## config.mk

```make
export PLATFORM = sky130hd
export DESIGN_NAME = line_edit_input_buffer
export DESIGN_NICKNAME = d
export VERILOG_FILES = /design/src/design/leib_pkg.sv /design/src/design/line_edit_input_buffer.sv
export SDC_FILE = /design/constraint.sdc
export NUM_CORES = 1
export LEC_CHECK = 0
export BUFFER_PORTS_ARGS = -buffer_cell sky130_fd_sc_hd__buf_2
export CORE_MARGIN = 4
export CORE_UTILIZATION = 40
export CTS_BUF_LIST = sky130_fd_sc_hd__clkbuf_4 sky130_fd_sc_hd__clkbuf_8
export DETAILED_ROUTE_END_ITERATION = 10
export GPL_TIMING_DRIVEN = 0
export SLEW_MARGIN = 20
export SYNTH_ARGS = -nofsm -noshare
export SYNTH_HDL_FRONTEND = slang
export SYNTH_SLANG_ARGS = --single-unit
```

## constraint.sdc

```tcl
create_clock -name clk_i -period 5.17 [get_ports clk_i]
set_clock_uncertainty 0.05 [all_clocks]
set_input_delay 0.517 -clock clk_i [delete_from_list [all_inputs] [get_ports clk_i]]
set_output_delay 0.517 -clock clk_i [all_outputs]
set_load 0.1 [all_outputs]
```

## src/design/leib_pkg.sv

```systemverilog
package leib_pkg;

  localparam logic [7:0] KEY_DUMP = 8'h10;
  localparam logic [7:0] KEY_KILL = 8'h15;
  localparam logic [7:0] KEY_BS   = 8'h08;
  localparam logic [7:0] KEY_DEL  = 8'h7F;
  localparam logic [7:0] KEY_EOF  = 8'h04;
  localparam logic [7:0] KEY_CR   = 8'h0D;
  localparam logic [7:0] KEY_LF   = 8'h0A;

  localparam logic CMD_KEY  = 1'b0;
  localparam logic CMD_READ = 1'b1;

  localparam logic [1:0] RD_BYTE      = 2'd0;
  localparam logic [1:0] RD_EMPTY     = 2'd1;
  localparam logic [1:0] RD_EOF       = 2'd2;
  localparam logic [1:0] RD_EOF_HELD  = 2'd3;

  typedef struct packed {
    logic       line_end;
    logic [7:0] read_byte;
    logic [1:0] read_status;
    logic       key_dropped;
    logic       dump_request;
    logic       line_ready;
    logic [7:0] erase_count;
    logic [7:0] echo_byte;
    logic       echo_valid;
  } result_t;

endpackage

```

## src/design/line_edit_input_buffer.sv

```systemverilog
// A keystroke result is registered in the cycle after its transaction; a
// read result passes first through the line store's registered read port
// and then into the output register. One item is in work at a time: no new
// transaction is taken until the block is idle and its output is free or taken.
// Reset clears the read, commit and edit pointers and the output register;
// the line store is not cleared and needs no clearing pass.
module line_edit_input_buffer
  import leib_pkg::*;
#(
  parameter int BUF_DEPTH = 128
) (
  input  logic        clk_i,
  input  logic        rst_ni,
  input  logic        s_axis_tvalid_i,
  output logic        s_axis_tready_o,
  // [7:0] key_code, [8] read_started, [15:9] zero
  input  logic [15:0] s_axis_tdata_i,
  // [0] cmd
  input  logic        s_axis_tuser_i,
  output logic        m_axis_tvalid_o,
  input  logic        m_axis_tready_i,
  // [0] echo_valid, [8:1] echo_byte, [16:9] erase_count, [17] line_ready,
  // [18] dump_request, [19] key_dropped, [21:20] read_status,
  // [29:22] read_byte, [31:30] zero
  output logic [31:0] m_axis_tdata_o,
  // line_end
  output logic        m_axis_tlast_o
);

  localparam int PW = $clog2(2 * BUF_DEPTH);
  localparam int SW = (BUF_DEPTH > 1) ? $clog2(BUF_DEPTH) : 1;
  localparam logic [PW-1:0] PTR_MAX = PW'(2 * BUF_DEPTH - 1);
  localparam logic [PW-1:0] DEPTH_P = PW'(BUF_DEPTH);

  localparam logic ST_IDLE = 1'b0;
  localparam logic ST_READ = 1'b1;

  function automatic logic [PW-1:0] ptr_inc(input logic [PW-1:0] p);
    return (p == PTR_MAX) ? '0 : p + PW'(1);
  endfunction

  function automatic logic [PW-1:0] ptr_dec(input logic [PW-1:0] p);
    return (p == '0) ? PTR_MAX : p - PW'(1);
  endfunction

  function automatic logic [PW-1:0] ptr_dist(input logic [PW-1:0] a,
                                             input logic [PW-1:0] b);
    return (a >= b) ? a - b : a + (PTR_MAX - b) + PW'(1);
  endfunction

  function automatic logic [SW-1:0] slot(input logic [PW-1:0] p);
    logic [PW-1:0] s;
    s = (p >= DEPTH_P) ? p - DEPTH_P : p;
    return s[SW-1:0];
  endfunction

  logic [7:0]    line_store_q [BUF_DEPTH];
  logic [7:0]    rd_data_q;
  logic [PW-1:0] read_ptr_q, read_ptr_d;
  logic [PW-1:0] commit_ptr_q, commit_ptr_d;
  logic [PW-1:0] edit_ptr_q, edit_ptr_d;
  logic          state_q, state_d;
  logic          started_q, started_d;
  logic          out_valid_q, out_valid_d;
  result_t       out_q, out_d;

  logic          accept;
  logic [7:0]    key;
  logic [7:0]    ch;
  logic [PW-1:0] edit_inc;
  logic [PW-1:0] kill_dist;
  logic          wr_en;
  logic [SW-1:0] wr_addr;

  assign s_axis_tready_o = (state_q == ST_IDLE) && (!out_valid_q || m_axis_tready_i);
  assign accept          = s_axis_tvalid_i && s_axis_tready_o;
  assign key             = s_axis_tdata_i[7:0];
  assign ch              = (key == KEY_CR) ? KEY_LF : key;
  assign edit_inc        = ptr_inc(edit_ptr_q);
  assign kill_dist       = ptr_dist(edit_ptr_q, commit_ptr_q);

  always_comb begin
    read_ptr_d   = read_ptr_q;
    commit_ptr_d = commit_ptr_q;
    edit_ptr_d   = edit_ptr_q;
    state_d      = state_q;
    started_d    = started_q;
    out_valid_d  = out_valid_q && !m_axis_tready_i;
    out_d        = out_q;
    wr_en        = 1'b0;
    wr_addr      = slot(edit_ptr_q);
    unique case (state_q)
      ST_IDLE: begin
        if (accept) begin
          out_d = '0;
          if (s_axis_tuser_i == CMD_READ) begin
            started_d = s_axis_tdata_i[8];
            state_d   = ST_READ;
          end else begin
            out_valid_d = 1'b1;
            if (key == KEY_DUMP) begin
              out_d.dump_request = 1'b1;
            end else if (key == KEY_KILL) begin
              out_d.erase_count = (kill_dist > PW'(255)) ? 8'hFF : 8'(kill_dist);
              edit_ptr_d = commit_ptr_q;
            end else if (key == KEY_BS || key == KEY_DEL) begin
              if (edit_ptr_q != commit_ptr_q) begin
                edit_ptr_d        = ptr_dec(edit_ptr_q);
                out_d.erase_count = 8'd1;
              end
            end else if (key != 8'h00) begin
              if (ptr_dist(edit_ptr_q, read_ptr_q) < DEPTH_P) begin
                wr_en            = 1'b1;
                edit_ptr_d       = edit_inc;
                out_d.echo_valid = 1'b1;
                out_d.echo_byte  = ch;
                if (ch == KEY_LF || ch == KEY_EOF ||
                    ptr_dist(edit_inc, read_ptr_q) == DEPTH_P) begin
                  commit_ptr_d     = edit_inc;
                  out_d.line_ready = 1'b1;
                end
              end else begin
                out_d.key_dropped = 1'b1;
              end
            end
          end
        end
      end
      ST_READ: begin
        state_d     = ST_IDLE;
        out_valid_d = 1'b1;
        if (read_ptr_q == commit_ptr_q) begin
          out_d.read_status = RD_EMPTY;
        end else if (rd_data_q == KEY_EOF) begin
          if (started_q) begin
            out_d.read_status = RD_EOF_HELD;
          end else begin
            read_ptr_d        = ptr_inc(read_ptr_q);
            out_d.read_status = RD_EOF;
          end
        end else begin
          read_ptr_d        = ptr_inc(read_ptr_q);
          out_d.read_status = RD_BYTE;
          out_d.read_byte   = rd_data_q;
          out_d.line_end    = (rd_data_q == KEY_LF);
        end
      end
      default: state_d = ST_IDLE;
    endcase
  end

  always_ff @(posedge clk_i) begin
    if (wr_en) begin
      line_store_q[wr_addr] <= ch;
    end
    rd_data_q <= line_store_q[slot(read_ptr_q)];
    started_q <= started_d;
  end

  always_ff @(posedge clk_i or negedge rst_ni) begin
    if (!rst_ni) begin
      read_ptr_q   <= '0;
      commit_ptr_q <= '0;
      edit_ptr_q   <= '0;
      state_q      <= ST_IDLE;
      out_valid_q  <= 1'b0;
      out_q        <= '0;
    end else begin
      read_ptr_q   <= read_ptr_d;
      commit_ptr_q <= commit_ptr_d;
      edit_ptr_q   <= edit_ptr_d;
      state_q      <= state_d;
      out_valid_q  <= out_valid_d;
      out_q        <= out_d;
    end
  end

  assign m_axis_tvalid_o = out_valid_q;
  assign m_axis_tlast_o  = out_q.line_end;
  assign m_axis_tdata_o  = {2'b00, out_q.read_byte, out_q.read_status, out_q.key_dropped,
                            out_q.dump_request, out_q.line_ready, out_q.erase_count,
                            out_q.echo_byte, out_q.echo_valid};

endmodule

```

==> run metrics <==
pre-CTS setup slack=-2.220 ns; DRC viols=0; minimum hold slack=0.06239 ns; Hold WC Path Type=in2reg; synthesized flop and latch total=1090; crit-path most repeated cell=buf_4; vias per cell=5.873; most frequent cells in the layout=edfxtp_1 (1025), mux4_2 (296), clkbuf_8 (177); DR vias=23300; Worst Path Class, Setup=reg2reg; Post-synth EDFFs=1025; final worst slack=0.01081 ns; final core occ=46.42%; largest cells by area after synthesis=edfxtp_1 (71%), mux4_2 (15%), dfrtp_1 (3.3%); maximum VDD drop=0.0002553 V; RSZ-0062 raised after global routing=false; buffers added on ports=45; startpoint types=flip-flop; total grt overflow=0; met2 WL=59650 µm; CP max stage delay=0.57 ns; Top delay family on crit path=buffers and inverters; crit-path cells=clkbuf_4 > buf_4 > buf_6 > inv_1 > ha_1 > nand3b_1 > a21oi_1 > a211oi_1 > xnor2_1 > and3_1 > buf_4 > nand3_2 > buf_2 > nor2_2; WL final=123800 µm; worst-skew pair later-pin latency=0.86 ns; largest net degree at the start of global routing=66; CTS tree=done; Top-Level Pins=56; Core ar.=107700 µm²; CTS Buffer Depth=3; first-pass GRT wire length=174900 µm; Pre-antenna DRT Iters=6; worst slew pin tran=1.199 ns; fin area=49980 µm²; status=completed; # H-tree levels=4; CP max FO=28; multi-input logic area=10720 µm²; RD Place Congestion=0.9173; # fillers=8827; vias in the first global route=23610; Max-cap violations=0; Die W=338.1 µm; cell area after synthesis=43580 µm²; Setup TNS=0 ns; top_reg_cell synth=edfxtp_1; post-DP HPWL=81470 µm; die area=114300 µm²; Crit. End Element=flip-flop; synth-to-layout area growth=14.68%; DR WL/cell=31.21 µm; yosys warns=0; clock slew at reported path FFs=0.06 ns; most common cell after layout, fill and taps aside=edfxtp_1; Num CTS Buffers=175; ratio of cells with drive above 1 in the final layout=31.96%; top layer in use=met4; die height=338.1 µm; Post-DP Area=46040 µm²; Synth area leader=edfxtp_1; row count=120; post-synth top area share=70.63%; sequential fraction of the synthesis area=74.27%; Root Buffer=clkbuf_8; Pleak=16.09 nW; crit share post-route=99.79%; cell total after placement=3619; Critical path buffers and inverters=6; max frequency=193.8 MHz; post-route insts no fill=3967; pwr/cell area=499.4 nW/µm²; Tot Pwr=24.96 mW; DRT antenna net count=0; CP max stage cell=buf_2; Hold Violations, Final=0; final layout net count=2456; TritonCTS Sinks=1090; Avg Cell Area, Syn=20.26 µm²; DR iter-0 viols=3199; # setup viols final=0; metal1 wirelength=47930 µm; Worst Path Required=5.57 ns; cells after synthesis=2151; Distinct cells, synth=63; GRT Total Usage=21.92%; max_slew headroom=20.04%; antenna violations before repair=4; Initial Util=40.48%; Final Max Tran Viols=0; Worst Path Arrival=5.56 ns; async set or reset register ratio after synthesis=5.229%; register area=32370 µm²; DR WL met3=11500 µm; Min Clock Period, post-route=5.159 ns
[Yosys cell counts, types with 4 or more instances]
master / count
edfxtp_1: 1025
mux4_2: 296
nor2_1: 155
nand2_1: 73
dfrtp_1: 57
clkbuf_1: 50
a21oi_1: 46
o21ai_0: 41
buf_2: 36
mux2i_1: 32
inv_1: 30
nand3_1: 30
buf_4: 26
ha_1: 26
a22o_1: 20
mux2_2: 20
xnor2_1: 17
a31oi_1: 16
a211oi_1: 11
a21o_1: 11
a22oi_1: 11
and3_1: 9
nand4_1: 9
dfxtp_1: 8
xor2_1: 8
o221ai_1: 7
nor2b_1: 6
nor3_1: 6
buf_1: 5
buf_6: 5
nor4_1: 5
o22ai_1: 5
a221oi_1: 4
and2_1: 4
nand2b_1: 4
[kinds of logic after synthesis]
kind of cell | count (synthesis) | synth area share, %
mux | 348 | 16.55
simple gates | 315 | 3.210
fa+ha+maj | 27 | 0.7924
xor+xnor | 25 | 0.5024
other cells | 1 | 0.008605
compound gates | 192 | 2.937
flops | 1090 | 74.27
buf+inv | 153 | 1.731
[metal layers]
| layer | GRT usage, % | vias up |
|---|---|---|
| met3 | 5.500 | 230 |
| met5 | 0 | - |
| met2 | 35.44 | 1282 |
| met1 | 28.77 | 12350 |
| met4 | 8.533 | 0 |
| li1 | - | 9438 |
[final timing paths]
| check | from | end | depth (start not counted) | slack (ns) |
|---|---|---|---|---|
| worst max-delay path | read_ptr_q[1]$_DFFE_PN0P_ | line_store_q[84][1]$_DFFE_PP_ | 14 | 0.01 |
| worst min-delay path | s_axis_tuser_i | m_axis_tdata_o[19]$_DFFE_PN0P_ | 4 | 0.06 |
| worst max register to register | read_ptr_q[1]$_DFFE_PN0P_ | line_store_q[84][1]$_DFFE_PP_ | 14 | 0.01 |
| worst min register to register | m_axis_tdata_o[0]$_DFFE_PN0P_ | m_axis_tdata_o[0]$_DFFE_PN0P_ | 1 | 0.43 |
| max in group asynchronous | rst_ni | m_axis_tdata_o[24]$_DFFE_PN0P_ | 2 | 4.33 |
| min in group asynchronous | rst_ni | m_axis_tdata_o[14]$_DFFE_PN0P_ | 2 | 0.23 |
[worst min-delay path, cell delays in order]
cell and delay [ns]:
buf_2 0.16, a211oi_1 0.09, nand2_1 0.06, o21ai_0 0.07
[flip-flops by register name (all words and copies together), names as in the netlist]
name,cells
rd_data_q,8
m_axis_tlast_o,1
line_store_q,1024
m_axis_tdata_o,30
state_q,1
started_q,1
edit_ptr_q,8
read_ptr_q,8
commit_ptr_q,8
m_axis_tvalid_o,1
[timing repair]
item | CTS | global route
hold buffers | 8 | 0
endpoints found under the setup margin | 1039 | 444
cloned | 0 | 0
setup buffers | 10 | 0
resized for setup | 81 | 6
endpoints found under the hold margin | 64 | 0
[report_power, final]
| part | leakage [nW] | switching, mW | total, mW | internal, mW |
|---|---|---|---|---|
| registers | 10.0 | 0.116 | 9.92 | 9.80 |
| logic | 4.20 | 4.66 | 7.61 | 2.95 |
| clock network | 1.84 | 3.50 | 7.43 | 3.94 |
| total | 16.1 | 8.27 | 25.0 | 16.7 |
[final cells by class]
| cell class | count | share of cell area, % |
|---|---|---|
| flip-flops and latches | 1090 | 64.76 |
| multi-input cells | 909 | 21.45 |
| clock buffers | 219 | 5.505 |
| well taps | 1403 | 3.512 |
| repair buffers | 82 | 1.632 |
| clock inverters | 106 | 1.507 |
| plain buffers | 119 | 1.354 |
| inverters | 31 | 0.2378 |
| diodes | 8 | 0.04006 |
No activity file was read; power rests on OpenSTA's default activity.
